`src/hlm_pkg.sv`:
```
// ----------------------------------------------------------------------------
// hlm_pkg: shared types and constants of the heartbeat liveness monitor
// Operation codes, severity codes, the command word passed from the front
// end to the back end, and reset values.
// ----------------------------------------------------------------------------
package hlm_pkg;

	localparam int NODES_DEFAULT = 16;
	localparam int OP_W = 2;
	localparam int NODE_W = 4;
	localparam int SLOT_W = 4;
	localparam int SEV_W = 2;
	localparam int CFG_W = 8;
	localparam int CNT_W = 9;
	localparam int ENTRY_W = CNT_W + SEV_W;
	localparam int QUEUE_DEPTH = 2;

	localparam logic [CFG_W-1:0] MAX_MISSED_RESET = 8'd2;

	localparam logic [OP_W-1:0] OP_TICK = 2'd0;
	localparam logic [OP_W-1:0] OP_BEAT = 2'd1;
	localparam logic [OP_W-1:0] OP_JOIN = 2'd2;

	typedef enum logic [SEV_W-1:0] {
		SEV_OK   = 2'd0,
		SEV_SLOW = 2'd1,
		SEV_DISC = 2'd2
	} severity_t;

	typedef enum logic [1:0] {
		CMD_TICK,
		CMD_BEAT,
		CMD_JOIN
	} cmd_kind_t;

	typedef struct packed {
		cmd_kind_t         kind;
		logic [NODE_W-1:0] node;
	} cmd_t;

endpackage

```
`src/hlm_ifs.sv`:
```
// ----------------------------------------------------------------------------
// hlm interfaces: valid/ready channels of the liveness monitor
// Input item channel, result channel and configuration write channel.
// ----------------------------------------------------------------------------
interface hlm_in_if;
	logic                      valid;
	logic                      ready;
	logic [hlm_pkg::OP_W-1:0]   operation;
	logic [hlm_pkg::NODE_W-1:0] node;

	modport source (output valid, output operation, output node, input ready);
	modport sink (input valid, input operation, input node, output ready);
endinterface

interface hlm_out_if;
	logic                      valid;
	logic                      ready;
	logic [hlm_pkg::SLOT_W-1:0] slot;
	logic [hlm_pkg::SEV_W-1:0]  severity;
	logic                      last;

	modport source (output valid, output slot, output severity, output last, input ready);
	modport sink (input valid, input slot, input severity, input last, output ready);
endinterface

interface hlm_cfg_if;
	logic                      valid;
	logic                      ready;
	logic [hlm_pkg::CFG_W-1:0]  data;

	modport source (output valid, output data, input ready);
	modport sink (input valid, input data, output ready);
endinterface

```
`src/node_heartbeat_liveness_monitor_core.sv`:
```
// ----------------------------------------------------------------------------
// node_heartbeat_liveness_monitor_core: heartbeat liveness monitor
// Tracks missed heartbeat ticks for a table of node slots and reports
// severity changes (ok, slow, disconnected).
// ----------------------------------------------------------------------------
// A front end takes each input transaction (tick, heartbeat, register node),
// drops unused codes and out-of-table nodes, and queues a command in a
// two-entry queue; the back end executes one command at a time against a
// single-port slot memory holding each slot's missed count and severity,
// with registered-slot flags in flip-flops cleared at reset (no clearing
// pass). A tick takes the command, visits every slot in turn, reading and
// then writing back each registered slot only, and flushes the final
// result; a heartbeat or register reads its slot and then updates it as
// needed, and a heartbeat to an unknown slot first registers it and then
// reads and updates it again. Results leave through an output register and
// are held one deep in the back end so the final one can carry last; a full
// result channel stalls the back end only, and the front keeps queuing
// meanwhile. The user must write max_missed through cfg (always ready) only
// while the block is idle; the block itself does not enforce this.
module node_heartbeat_liveness_monitor_core #(
	parameter int NODES = hlm_pkg::NODES_DEFAULT
) (
	input  logic   clk,
	input  logic   arst_n,
	hlm_in_if.sink    items,
	hlm_out_if.source results,
	hlm_cfg_if.sink   cfg
);
	import hlm_pkg::*;

	// missed tick limit, the only configuration register
	logic [CFG_W-1:0] max_missed_q;

	// front to queue
	logic push_valid;
	logic push_ready;
	cmd_t push_cmd;

	// queue to back end
	logic pop_valid;
	logic pop_ready;
	cmd_t pop_cmd;

	assign cfg.ready = 1'b1;

	always_ff @(posedge clk or negedge arst_n) begin
		if (!arst_n) begin
			max_missed_q <= MAX_MISSED_RESET;
		end else if (cfg.valid) begin
			max_missed_q <= cfg.data;
		end
	end

	// accept and classify
	hlm_front #(
		.NODES(NODES)
	) u_front (
		.items     (items),
		.push_valid(push_valid),
		.push_ready(push_ready),
		.push_cmd  (push_cmd)
	);

	// decoupling queue
	hlm_cmd_queue u_queue (
		.clk       (clk),
		.arst_n    (arst_n),
		.push_valid(push_valid),
		.push_ready(push_ready),
		.push_cmd  (push_cmd),
		.pop_valid (pop_valid),
		.pop_ready (pop_ready),
		.pop_cmd   (pop_cmd)
	);

	// sequencer, slot memory and result register
	hlm_back #(
		.NODES(NODES)
	) u_back (
		.clk       (clk),
		.arst_n    (arst_n),
		.max_missed(max_missed_q),
		.pop_valid (pop_valid),
		.pop_ready (pop_ready),
		.pop_cmd   (pop_cmd),
		.results   (results)
	);

endmodule

```
`src/hlm_front.sv`:
```
// ----------------------------------------------------------------------------
// hlm_front: input transaction acceptance and classification
// Turns each input transaction into a command for the back end, dropping
// unused operation codes and nodes outside the table.
// ----------------------------------------------------------------------------
module hlm_front #(
	parameter int NODES = hlm_pkg::NODES_DEFAULT
) (
	hlm_in_if.sink        items,
	output logic          push_valid,
	input  logic          push_ready,
	output hlm_pkg::cmd_t push_cmd
);
	import hlm_pkg::*;

	logic      keep;
	logic      in_range;
	cmd_kind_t kind;

	assign in_range = (32'(items.node) < NODES);

	always_comb begin
		keep = 1'b0;
		kind = CMD_TICK;
		unique case (items.operation)
			OP_TICK: begin
				keep = 1'b1;
				kind = CMD_TICK;
			end
			OP_BEAT: begin
				keep = in_range;
				kind = CMD_BEAT;
			end
			OP_JOIN: begin
				keep = in_range;
				kind = CMD_JOIN;
			end
			default: begin
				keep = 1'b0;
				kind = CMD_TICK;
			end
		endcase
	end

	// dropped transactions are still taken, whenever the queue has room, so the channel never hangs
	assign items.ready   = push_ready;
	assign push_valid    = items.valid && keep;
	assign push_cmd.kind = kind;
	assign push_cmd.node = items.node;

endmodule

```
`src/hlm_cmd_queue.sv`:
```
// ----------------------------------------------------------------------------
// hlm_cmd_queue: short command queue between front and back end
// Small register FIFO that lets the front end and the back end stall
// independently.
// ----------------------------------------------------------------------------
module hlm_cmd_queue (
	input  logic          clk,
	input  logic          arst_n,
	input  logic          push_valid,
	output logic          push_ready,
	input  hlm_pkg::cmd_t push_cmd,
	output logic          pop_valid,
	input  logic          pop_ready,
	output hlm_pkg::cmd_t pop_cmd
);
	import hlm_pkg::*;

	localparam int PTR_W = (QUEUE_DEPTH > 1) ? $clog2(QUEUE_DEPTH) : 1;
	localparam int CNT_QW = $clog2(QUEUE_DEPTH + 1);
	localparam logic [PTR_W-1:0] LAST_PTR = PTR_W'(QUEUE_DEPTH - 1);

	cmd_t              entry_q [QUEUE_DEPTH];
	logic [PTR_W-1:0]  wr_ptr_q;
	logic [PTR_W-1:0]  rd_ptr_q;
	logic [CNT_QW-1:0] count_q;
	logic              do_push;
	logic              do_pop;

	assign push_ready = (count_q != CNT_QW'(QUEUE_DEPTH));
	assign pop_valid  = (count_q != '0);
	assign pop_cmd    = entry_q[rd_ptr_q];
	assign do_push    = push_valid && push_ready;
	assign do_pop     = pop_valid && pop_ready;

	always_ff @(posedge clk or negedge arst_n) begin
		if (!arst_n) begin
			wr_ptr_q <= '0;
			rd_ptr_q <= '0;
			count_q  <= '0;
		end else begin
			if (do_push) begin
				wr_ptr_q <= (wr_ptr_q == LAST_PTR) ? '0 : wr_ptr_q + PTR_W'(1);
			end
			if (do_pop) begin
				rd_ptr_q <= (rd_ptr_q == LAST_PTR) ? '0 : rd_ptr_q + PTR_W'(1);
			end
			if (do_push && !do_pop) begin
				count_q <= count_q + CNT_QW'(1);
			end else if (do_pop && !do_push) begin
				count_q <= count_q - CNT_QW'(1);
			end
		end
	end

	always_ff @(posedge clk) begin
		if (do_push) begin
			entry_q[wr_ptr_q] <= push_cmd;
		end
	end

endmodule

```
`src/hlm_back.sv`:
```
// ----------------------------------------------------------------------------
// hlm_back: command sequencer and slot table
// Executes tick, heartbeat and register commands against the slot memory,
// one slot read-modify-write at a time, and drives the result channel.
// ----------------------------------------------------------------------------
module hlm_back #(
	parameter int NODES = hlm_pkg::NODES_DEFAULT
) (
	input  logic                       clk,
	input  logic                       arst_n,
	input  logic [hlm_pkg::CFG_W-1:0]  max_missed,
	input  logic                       pop_valid,
	output logic                       pop_ready,
	input  hlm_pkg::cmd_t              pop_cmd,
	hlm_out_if.source                  results
);
	import hlm_pkg::*;

	localparam int SW = $clog2(NODES);
	localparam logic [SW-1:0] LAST_IDX = SW'(NODES - 1);

	typedef enum logic [2:0] {
		S_IDLE,
		S_TRD,
		S_TEX,
		S_NRD,
		S_NEX,
		S_FLUSH
	} state_t;

	function automatic severity_t classify(input logic [CNT_W-1:0] c,
		input logic [CNT_W-1:0] lim, input logic [CNT_W-1:0] hlf);
		severity_t s;
		if (c > lim) begin
			s = SEV_DISC;
		end else if (c > hlf) begin
			s = SEV_SLOW;
		end else begin
			s = SEV_OK;
		end
		return s;
	endfunction

	state_t              state_q;
	cmd_kind_t           kind_q;
	logic [SW-1:0]       node_q;
	logic [SW-1:0]       idx_q;
	logic [NODES-1:0]    reg_q;
	logic                pend_valid_q;
	logic [SLOT_W-1:0]   pend_slot_q;
	severity_t           pend_sev_q;
	logic                out_valid_q;
	logic [SLOT_W-1:0]   out_slot_q;
	severity_t           out_sev_q;
	logic                out_last_q;
	logic [ENTRY_W-1:0]  mem [NODES];
	logic [ENTRY_W-1:0]  rd_data_q;

	logic [SW-1:0]       addr;
	logic                rd_en;
	logic                we;
	logic [ENTRY_W-1:0]  wr_data;
	logic                emit;
	severity_t           emit_sev;
	logic                done_slot;
	logic [CNT_W-1:0]    limit;
	logic [CNT_W-1:0]    half;
	logic [CNT_W-1:0]    cnt;
	logic [CNT_W-1:0]    cnt_inc;
	logic [CNT_W-1:0]    cnt_dec;
	severity_t           sev_old;
	severity_t           sev_new;
	logic                snap;
	logic                out_free;
	logic                emit_ok;
	logic                flush_load;
	logic                load_out;

	assign limit    = {1'b0, max_missed};
	assign half     = {2'b00, max_missed[CFG_W-1:1]};
	assign cnt      = rd_data_q[ENTRY_W-1:SEV_W];
	assign sev_old  = severity_t'(rd_data_q[SEV_W-1:0]);
	assign sev_new  = classify(cnt, limit, half);
	assign cnt_inc  = (cnt <= limit) ? cnt + CNT_W'(1) : cnt;
	assign cnt_dec  = (cnt != '0) ? cnt - CNT_W'(1) : '0;
	assign snap     = (cnt_dec >= half);
	assign out_free = !out_valid_q || results.ready;
	assign emit_ok  = !pend_valid_q || out_free;

	assign addr  = (kind_q == CMD_TICK) ? idx_q : node_q;
	assign rd_en = (state_q == S_TRD && reg_q[idx_q]) || (state_q == S_NRD);

	assign flush_load = (state_q == S_FLUSH) && pend_valid_q && out_free;
	assign load_out   = (emit && pend_valid_q) || flush_load;
	assign pop_ready  = (state_q == S_IDLE);

	always_comb begin
		we        = 1'b0;
		wr_data   = '0;
		emit      = 1'b0;
		emit_sev  = SEV_OK;
		done_slot = 1'b0;
		case (state_q)
			S_TEX: begin
				if (sev_new != sev_old) begin
					if (emit_ok) begin
						emit      = 1'b1;
						emit_sev  = sev_new;
						we        = 1'b1;
						wr_data   = {cnt_inc, sev_new};
						done_slot = 1'b1;
					end
				end else begin
					we        = 1'b1;
					wr_data   = {cnt_inc, sev_old};
					done_slot = 1'b1;
				end
			end
			S_NEX: begin
				if (!reg_q[node_q]) begin
					if (emit_ok) begin
						emit      = 1'b1;
						we        = 1'b1;
						wr_data   = {CNT_W'(0), SEV_OK};
						done_slot = 1'b1;
					end
				end else if (kind_q == CMD_BEAT) begin
					if (snap) begin
						if (emit_ok) begin
							emit      = 1'b1;
							we        = 1'b1;
							wr_data   = {half, SEV_OK};
							done_slot = 1'b1;
						end
					end else begin
						we        = 1'b1;
						wr_data   = {cnt_dec, sev_old};
						done_slot = 1'b1;
					end
				end else begin
					done_slot = 1'b1;
				end
			end
			default: begin
			end
		endcase
	end

	always_ff @(posedge clk or negedge arst_n) begin
		if (!arst_n) begin
			state_q      <= S_IDLE;
			kind_q       <= CMD_TICK;
			node_q       <= '0;
			idx_q        <= '0;
			reg_q        <= '0;
			pend_valid_q <= 1'b0;
			pend_slot_q  <= '0;
			pend_sev_q   <= SEV_OK;
			out_valid_q  <= 1'b0;
			out_slot_q   <= '0;
			out_sev_q    <= SEV_OK;
			out_last_q   <= 1'b0;
		end else begin
			unique case (state_q)
				S_IDLE: begin
					if (pop_valid) begin
						kind_q  <= pop_cmd.kind;
						node_q  <= SW'(pop_cmd.node);
						idx_q   <= '0;
						state_q <= (pop_cmd.kind == CMD_TICK) ? S_TRD : S_NRD;
					end
				end
				S_TRD: begin
					if (reg_q[idx_q]) begin
						state_q <= S_TEX;
					end else if (idx_q == LAST_IDX) begin
						state_q <= S_FLUSH;
					end else begin
						idx_q <= idx_q + SW'(1);
					end
				end
				S_TEX: begin
					if (done_slot) begin
						if (idx_q == LAST_IDX) begin
							state_q <= S_FLUSH;
						end else begin
							idx_q   <= idx_q + SW'(1);
							state_q <= S_TRD;
						end
					end
				end
				S_NRD: begin
					state_q <= S_NEX;
				end
				S_NEX: begin
					if (done_slot) begin
						if (!reg_q[node_q]) begin
							reg_q[node_q] <= 1'b1;
							state_q <= (kind_q == CMD_BEAT) ? S_NRD : S_FLUSH;
						end else begin
							state_q <= S_FLUSH;
						end
					end
				end
				S_FLUSH: begin
					if (!pend_valid_q || out_free) begin
						state_q <= S_IDLE;
					end
				end
				default: begin
					state_q <= S_IDLE;
				end
			endcase

			if (emit) begin
				pend_valid_q <= 1'b1;
				pend_slot_q  <= SLOT_W'(addr);
				pend_sev_q   <= emit_sev;
			end else if (flush_load) begin
				pend_valid_q <= 1'b0;
			end

			if (load_out) begin
				out_valid_q <= 1'b1;
				out_slot_q  <= pend_slot_q;
				out_sev_q   <= pend_sev_q;
				out_last_q  <= flush_load;
			end else if (results.ready) begin
				out_valid_q <= 1'b0;
			end
		end
	end

	always_ff @(posedge clk) begin
		if (we) begin
			mem[addr] <= wr_data;
		end
		if (rd_en) begin
			rd_data_q <= mem[addr];
		end
	end

	assign results.valid    = out_valid_q;
	assign results.slot     = out_slot_q;
	assign results.severity = out_sev_q;
	assign results.last     = out_last_q;

	a_idle_no_pending: assert property (@(posedge clk) disable iff (!arst_n)
		(state_q == S_IDLE) |-> !pend_valid_q)
		else $error("pending result left over when idle");

	a_write_registered: assert property (@(posedge clk) disable iff (!arst_n)
		we |=> reg_q[$past(addr)])
		else $error("slot memory written for an unregistered slot");

	a_flush_marks_last: assert property (@(posedge clk) disable iff (!arst_n)
		flush_load |=> (out_valid_q && out_last_q && !pend_valid_q))
		else $error("final result of a command not marked last");

	a_emit_marks_not_last: assert property (@(posedge clk) disable iff (!arst_n)
		(emit && pend_valid_q) |=> (out_valid_q && !out_last_q))
		else $error("intermediate result marked last");

endmodule
```
`src/flat_wrapper.sv`:
```
// flat-port wrapper written by rule: the top's interface ports become plain ports
module node_heartbeat_liveness_monitor_core_flat import hlm_pkg::*;
#(
	parameter int NODES = hlm_pkg::NODES_DEFAULT
)
  (clk, arst_n, items_valid, items_operation, items_node, items_ready, results_valid, results_slot, results_severity, results_last, results_ready, cfg_valid, cfg_data, cfg_ready);
  hlm_in_if items_i ();
  hlm_out_if results_i ();
  hlm_cfg_if cfg_i ();
  input  logic clk;
  input  logic arst_n;
  input wire logic [$bits(items_i.valid)-1:0] items_valid;
  input wire logic [$bits(items_i.operation)-1:0] items_operation;
  input wire logic [$bits(items_i.node)-1:0] items_node;
  output wire logic [$bits(items_i.ready)-1:0] items_ready;
  output wire logic [$bits(results_i.valid)-1:0] results_valid;
  output wire logic [$bits(results_i.slot)-1:0] results_slot;
  output wire logic [$bits(results_i.severity)-1:0] results_severity;
  output wire logic [$bits(results_i.last)-1:0] results_last;
  input wire logic [$bits(results_i.ready)-1:0] results_ready;
  input wire logic [$bits(cfg_i.valid)-1:0] cfg_valid;
  input wire logic [$bits(cfg_i.data)-1:0] cfg_data;
  output wire logic [$bits(cfg_i.ready)-1:0] cfg_ready;
  assign items_i.valid = items_valid;
  assign items_i.operation = items_operation;
  assign items_i.node = items_node;
  assign items_ready = items_i.ready;
  assign results_valid = results_i.valid;
  assign results_slot = results_i.slot;
  assign results_severity = results_i.severity;
  assign results_last = results_i.last;
  assign results_i.ready = results_ready;
  assign cfg_i.valid = cfg_valid;
  assign cfg_i.data = cfg_data;
  assign cfg_ready = cfg_i.ready;
  node_heartbeat_liveness_monitor_core #(.NODES(NODES)) u_core (.clk(clk), .arst_n(arst_n), .items(items_i), .results(results_i), .cfg(cfg_i));
endmodule
```
`config.mk`:
```
export PLATFORM = sky130hd
export DESIGN_NAME = node_heartbeat_liveness_monitor_core_flat
export DESIGN_NICKNAME = d
export VERILOG_FILES = /design/src/hlm_pkg.sv /design/src/hlm_ifs.sv /design/src/node_heartbeat_liveness_monitor_core.sv /design/src/hlm_front.sv /design/src/hlm_cmd_queue.sv /design/src/hlm_back.sv /design/src/flat_wrapper.sv
export SDC_FILE = /design/constraint.sdc
export NUM_CORES = 1
export LEC_CHECK = 0
export BUFFER_PORTS_ARGS = -buffer_cell sky130_fd_sc_hd__buf_4
export CORE_ASPECT_RATIO = 1.75
export CORE_MARGIN = 2
export CORE_UTILIZATION = 38
export DETAILED_ROUTE_END_ITERATION = 7
export GPL_TIMING_DRIVEN = 0
export SYNTH_ARGS = -nofsm -noshare
export SYNTH_HDL_FRONTEND = slang
export SYNTH_SLANG_ARGS = --single-unit
```
`constraint.sdc`:
```
create_clock -name clk -period 6.2 [get_ports clk]
set_clock_uncertainty 0.1 [all_clocks]
set_input_delay 0.62 -clock clk [delete_from_list [all_inputs] [get_ports clk]]
set_output_delay 0.62 -clock clk [all_outputs]
set_load 0.02 [all_outputs]
```
==> flow_summary.json, run 1 <==
{
  "status": "finished clean",
  "core-area_um2": 30100,
  "regArea_um2": 7380,
  "grt_use_total_pct": 16.7,
  "routedWlPerCell_um": 21.0,
  "fin_nets": 901,
  "cts_resized": 0,
  "fmax_mhz": 209,
  "dieArea_um2": 32100,
  "grt-busiest-layer": "met2",
  "hold_path_class": "in2async",
  "pre_cts_ws_ns": 1.24,
  "clkTransAtPathRegs_ns": 0.07,
  "synth_cell_types": 68,
  "fin_crit_ns": 4.78,
  "syn_to_final_growth_pct": 15.8,
  "use_met1_pct": 17.6,
  "place_area_um2": 12600,
  "syn_area_um2": 11600,
  "worst_ep_arrival_time_ns": 4.92,
  "die_h_um": 235,
  "vdd_ir_drop_max_v": 0.000286,
  "drv_cap": 0,
  "min_period_over_period_pct": 77.1,
  "yosys_warnings": 0,
  "start_kind": "flop",
  "power_density_nw_per_um2": 508,
  "p_total_uw": 6840,
  "r2r-start": "u_core.u_back.rd_data_q[6]",
  "end_kind": "flop",
  "rows": 84,
  "hpwl_mm": 19.7,
  "rsz0062_at_grt": "no",
  "synth_top_flop_cell": "edfxtp_1",
  "root_buffer": "clkbuf_16",
  "grtUsageMet3_pct": 1.57,
  "port-buffer-count": 27,
  "hold_buffers": 0,
  "crit_path_max_fanout": 7,
  "first_iter_violations": 341,
  "h-tree-depth": 1,
  "setup-violations-final": 0,
  "synthCells": 778,
  "synth_area_leader_cell": "edfxtp_1",
  "final_hold_viol_count": 0,
  "antennaDiodeCount": 0,
  "worst_pin_slew_ns": 1.25,
  "drv_slew": 0,
  "via_count": 6815,
  "gr-usage-met2_pct": 33.3,
  "fin_ws_ns": 1.42,
  "grt_pass1_vias": 7087,
  "multi_input_area_um2": 4060,
  "grt_max_degree": 57,
  "cts_buffers": 24,
  "mostFrequentLayoutCells": "199 x edfxtp_1, 65 x nand2_1, 55 x dfrtp_1",
  "clockBufferDepth": 3,
  "drt-vias-per-instance": 5.41,
  "syn_nets": 824,
  "slew_headroom_pct": 16.4,
  "drc": 0,
  "dr.pass1.iters": 5,
  "rrSetupSlack_ns": 1.42,
  "synth_area_leaders": "edfxtp_1 51%, dfrtp_1 12%, mux4_2 9.7%",
  "final_antenna_net_count": 0,
  "timing.rr.end": "u_core.u_back.mem[3][5]",
  "synth_top_area_share_pct": 51.4,
  "cts_tree": "yes",
  "syn_avg_cell_area_um2": 14.9,
  "overflow": 0,
  "final_common_cell": "edfxtp_1",
  "stdcell_area_um2": 13500,
  "antenna_found_initial": 0,
  "finalHoldWorstSlack_ns": 0.0260,
  "cts.sinks": 255,
  "leakage_uw": 0.00489,
  "start_util_pct": 38.7,
  "gp_congestion": 0.881,
  "fin_tns_setup_ns": 0,
  "ys_seq_area_share_pct": 63.5,
  "die_x_um": 136,
  "grt_pass1_wl_mm": 40.6,
  "cts_setup_buffers": 0,
  "critical_path_class": "reg2reg",
  "r2r_cells": 17,
  "n_fill_cell": 2689,
  "io_pins": 29,
  "worst_ep_required_time_ns": 6.33,
  "ys_ff_latch": 255,
  "synth_edf_count": 199,
  "drive_above_1_share_pct": 24.3,
  "clk_latency_ns": 0.53,
  "async_flop_share_pct": 22.0,
  "wl_mm": 26.4
}
[registers in the layout (all words and copies together), names as in the netlist, 2 cells and up]
| name | count |
|---|---|
| u_core.u_back.mem | 176 |
| u_core.u_back.reg_q | 16 |
| u_core.u_queue.entry_q | 12 |
| u_core.u_back.rd_data_q | 11 |
| u_core.max_missed_q | 8 |
| u_core.u_back.idx_q | 4 |
| u_core.u_back.node_q | 4 |
| u_core.u_back.pend_slot_q | 4 |
| u_core.u_back.results.slot | 4 |
| u_core.u_back.state_q | 3 |
| u_core.u_back.kind_q | 2 |
| u_core.u_back.pend_sev_q | 2 |
| u_core.u_back.results.severity | 2 |
| u_core.u_queue.count_q | 2 |
[layer usage]
layer  part of all wire (%)  routed length, um  vias to the layer above
li1                       -                  -                     3169
met3                    2.5                666                       44
met2                     58              15400                      123
met1                     36               9580                     3479
met4                    3.1                811                        0
met5                      0                  0                        -
[cell families after synthesis]
logic type | count (synthesis) | synth area share, %
other cells | 1 | 0.0323
buf+inv | 61 | 2.44
xor+xnor | 17 | 1.28
mux | 86 | 13.0
compound gates | 133 | 8.01
flops | 255 | 63.5
fa+ha+maj | 27 | 2.91
simple gates | 198 | 8.86
[worst max-delay path, stage by stage (launching register included)]
cell      delay (ns)
edfxtp_1        0.46
clkbuf_1        0.23
nor4_2          0.29
and2_1          0.20
and3_1          0.16
clkbuf_1        0.25
nor2_1          0.12
ha_1            0.32
a211o_1         0.25
a31oi_1         0.13
or3_1           0.17
nand4_1         0.17
o21ai_0         0.21
o211ai_1        0.11
and2_1          0.19
buf_6           0.14
nor4_2          0.70
buf_4           0.30
[report_power, final]
group	switching, uW	internal, uW	total (uW)
Sequential	208	2230	2430
Combinational	1670	1180	2850
Clock	645	911	1560
Total	2520	4320	6840
[stage by stage]
step	cells	util [%]
final	1259	44.8
after global routing	1259	44.8
after floorplan	778	-
after global placement	1192	41.0
after detailed placement	1216	42.0
after CTS	1259	44.8
[worst max-delay path by stage]
stage / startpoint / end / slack (ns) / cells past startpoint
finish: u_core.u_back.rd_data_q[6] / u_core.u_back.mem[3][5] / 1.42 / 17
global route: u_core.u_back.rd_data_q[6] / u_core.u_back.mem[3][3] / 1.12 / 17
CTS: u_core.u_back.rd_data_q[6] / u_core.u_back.mem[11][1] / 1.22 / 14
floorplan: u_core.u_back.rd_data_q[6] / u_core.u_back.mem[15][0] / 1.66 / 16
global placement: u_core.u_back.rd_data_q[6] / u_core.u_back.mem[3][7] / 0.21 / 16
detailed placement: u_core.u_back.rd_data_q[6] / u_core.u_back.mem[12][1] / 1.24 / 14
[Yosys cell counts, drive strengths merged (2+ instances only)]
master and n:
o21ai 33, nor4 14, xnor2 10, a211oi 14, and3 5, buf 20
mux2 18, a211o 2, a31oi 14, xor2 7, nor2 28, mux4 50
nand2b 14, o2111ai 3, a21oi 18, nor3b 2, inv 21, clkbuf 19
or3 3, nand4 4, nand3 11, nand2 65, o211ai 4, and2 17
dfrtp 55, or2 2, a22oi 6, nor3 21, a31o 4, ha 27
o21a 3, mux2i 18, o31ai 3, a21o 15, nor2b 9, edfxtp 199
[final cells by class]
| class | count | area share (%) |
|---|---|---|
| clock inverter | 17 | 1.57 |
| inverter | 22 | 0.613 |
| timing repair buffer | 51 | 3.09 |
| buffer | 39 | 1.50 |
| sequential | 255 | 54.8 |
| clock buffer | 26 | 4.67 |
| tap | 387 | 3.60 |
| multi-input combinational | 462 | 30.2 |
No activity file was read; power rests on OpenSTA's default activity.
==> inputs of run 2 (changes only) <==
Clock period 6.2 ns to 4.6 ns, I/O delays scaled along.
==> flow_summary.json, run 2 (synthesis gave the netlist of run 1 again) <==
{
  "port-buffer-count": 27,
  "r2r_cells": 17,
  "drc": 0,
  "cts_buffers": 24,
  "fin_util_pct": 45.4,
  "clk_latency_ns": 0.53,
  "mostFrequentLayoutCells": "199 x edfxtp_1, 65 x nand2_1, 55 x dfrtp_1",
  "final_hold_viol_count": 0,
  "rrSetupSlack_ns": 0.20,
  "cts.sinks": 255,
  "final_antenna_net_count": 0,
  "grt_pass1_wl_mm": 40.7,
  "pre_cts_ws_ns": -0.361,
  "grt_pass1_vias": 7123,
  "hpwl_mm": 19.7,
  "end_kind": "flop",
  "io_pins": 29,
  "final_common_cell": "edfxtp_1",
  "via_count": 6874,
  "worst_ep_arrival_time_ns": 4.53,
  "worst_pin_slew_ns": 1.25,
  "fin_ws_ns": 0.203,
  "first_iter_violations": 366,
  "start_util_pct": 38.7,
  "start_kind": "flop",
  "root_buffer": "clkbuf_16",
  "overflow": 0,
  "fin_nets": 908,
  "antenna_found_initial": 0,
  "worst_ep_required_time_ns": 4.74,
  "regMostFlops": "u_core.u_back.mem",
  "die_h_um": 235,
  "r2r-start": "u_core.u_back.rd_data_q[6]",
  "clockBufferDepth": 3,
  "grt_use_total_pct": 16.8,
  "finalHoldWorstSlack_ns": 0.0181,
  "drt-vias-per-instance": 5.43,
  "leakage_uw": 0.00500,
  "rows": 84,
  "core-area_um2": 30100,
  "hold_path_class": "in2reg",
  "hold_depth": 1,
  "routedWlPerCell_um": 21.0,
  "clkTransAtPathRegs_ns": 0.07,
  "post-place-cells": 1216,
  "dr.pass1.iters": 5,
  "largest_reg_flops": 176,
  "min_period_over_period_pct": 95.6,
  "vdd_ir_drop_max_v": 0.000387,
  "reg_top3": "u_core.u_back.mem x176, u_core.u_back.reg_q x16, u_core.u_queue.entry_q x12",
  "fmax_mhz": 227,
  "wl_mm": 26.6,
  "drv_slew": 0,
  "h-tree-depth": 1,
  "setup-violations-final": 0,
  "critical_path_class": "reg2reg",
  "n_fill_cell": 2657,
  "layout.cells.non_filler": 1266,
  "holdPathEnd": "u_core.u_queue.entry_q[0][2]",
  "crit_path_max_fanout": 10,
  "drive_above_1_share_pct": 24.9,
  "fin_crit_ns": 4.40,
  "cts_tree": "yes",
  "die_x_um": 136,
  "power_density_nw_per_um2": 684,
  "slew_headroom_pct": 16.2,
  "syn_to_final_growth_pct": 17.4,
  "hold_start": "items_node[2]",
  "dieArea_um2": 32100,
  "timing.rr.end": "u_core.u_back.mem[9][4]",
  "antennaDiodeCount": 0,
  "grt_max_degree": 57,
  "drv_cap": 0,
  "gp_congestion": 0.881,
  "p_total_uw": 9330,
  "status": "finished clean"
}
==> run 2: changes by cell type in the layout (fill, tap and decap cells not counted) <==
cell | before | now
and3_1 | 5 | 4
nor2_2 | 1 | 2
dlygate4sd3_1 | 0 | 4
buf_4 | 44 | 48
and3_2 | 0 | 1
nor4_4 | 1 | 8
nor4_2 | 9 | 2
buf_1 | 3 | 2
buf_12 | 0 | 1
nor2_1 | 27 | 26
clkbuf_1 | 20 | 19
nor3_2 | 11 | 6
nor3_4 | 0 | 5
==> run 2: cell type report <==
cell class                      instances  area (um^2)  area share [%]
Tap cell                              387          484            3.55
Inverter                               22         82.6           0.605
Timing Repair Buffer                   60          507            3.71
Sequential cell                       255         7380            54.1
Clock inverter                         17          211            1.55
Multi-Input combinational cell        462         4160            30.5
Clock buffer                           26          629            4.61
Buffer                                 37          194            1.42
==> run 2: how the worst max path moves through the flow <==
stage | start | endpoint | depth (start not counted)
final | u_core.u_back.rd_data_q[6] | u_core.u_back.mem[9][4] | 17
after global placement | u_core.u_back.rd_data_q[6] | u_core.u_back.mem[3][7] | 16
after floorplan | u_core.u_back.rd_data_q[6] | u_core.u_back.mem[15][0] | 16
after global routing | u_core.u_back.rd_data_q[6] | u_core.u_back.mem[9][4] | 17
after detailed placement | u_core.u_back.rd_data_q[6] | u_core.u_back.mem[12][1] | 14
after CTS | u_core.u_back.rd_data_q[6] | u_core.u_back.mem[10][8] | 18
==> run 2: worst max-delay path, cell delays in order (launching register included) <==
cell and delay (ns):
edfxtp_1 0.46, clkbuf_1 0.23, nor4_2 0.29, and2_1 0.21, and3_2 0.27, nor2_1 0.09
ha_1 0.31, a211o_1 0.25, a31oi_1 0.13, or3_1 0.16, nand4_1 0.16, o21ai_0 0.21
o211ai_1 0.11, and2_1 0.19, buf_6 0.16, buf_8 0.17, nor4_4 0.36, buf_4 0.25
==> run 2: routing by layer <==
metal / GRT usage (%) / routed length (um) / share of wire (%)
met5: 0 / 0 / 0
met4: 5.90 / 732 / 2.8
met3: 1.55 / 613 / 2.3
met2: 33.4 / 15600 / 59
met1: 17.7 / 9690 / 36
==> run 2: repair_timing <==
item	in CTS	in global routing
buffers inserted	1	4
hold endpoints to repair	59	2
gates resized for setup	8	7
hold buffers	3	1
endpoints found under the setup margin	114	262
pin swaps	1	3
==> run 2: power breakdown <==
| part | switching (uW) | internal [uW] | total [uW] | leakage (uW) |
|---|---|---|---|---|
| sequential | 280 | 3000 | 3280 | 0.00257 |
| combinational | 2350 | 1610 | 3950 | 0.00203 |
| clock | 870 | 1230 | 2100 | 0.000400 |
==> run 2: stage by stage <==
step,setup TNS [ns],cell area [um^2]
floorplan,0,11600
CTS,-2.19,13600
finish,0,13600
global placement,-220.63,12300
global route,-0.0316,13600
detailed placement,-13.23,12600
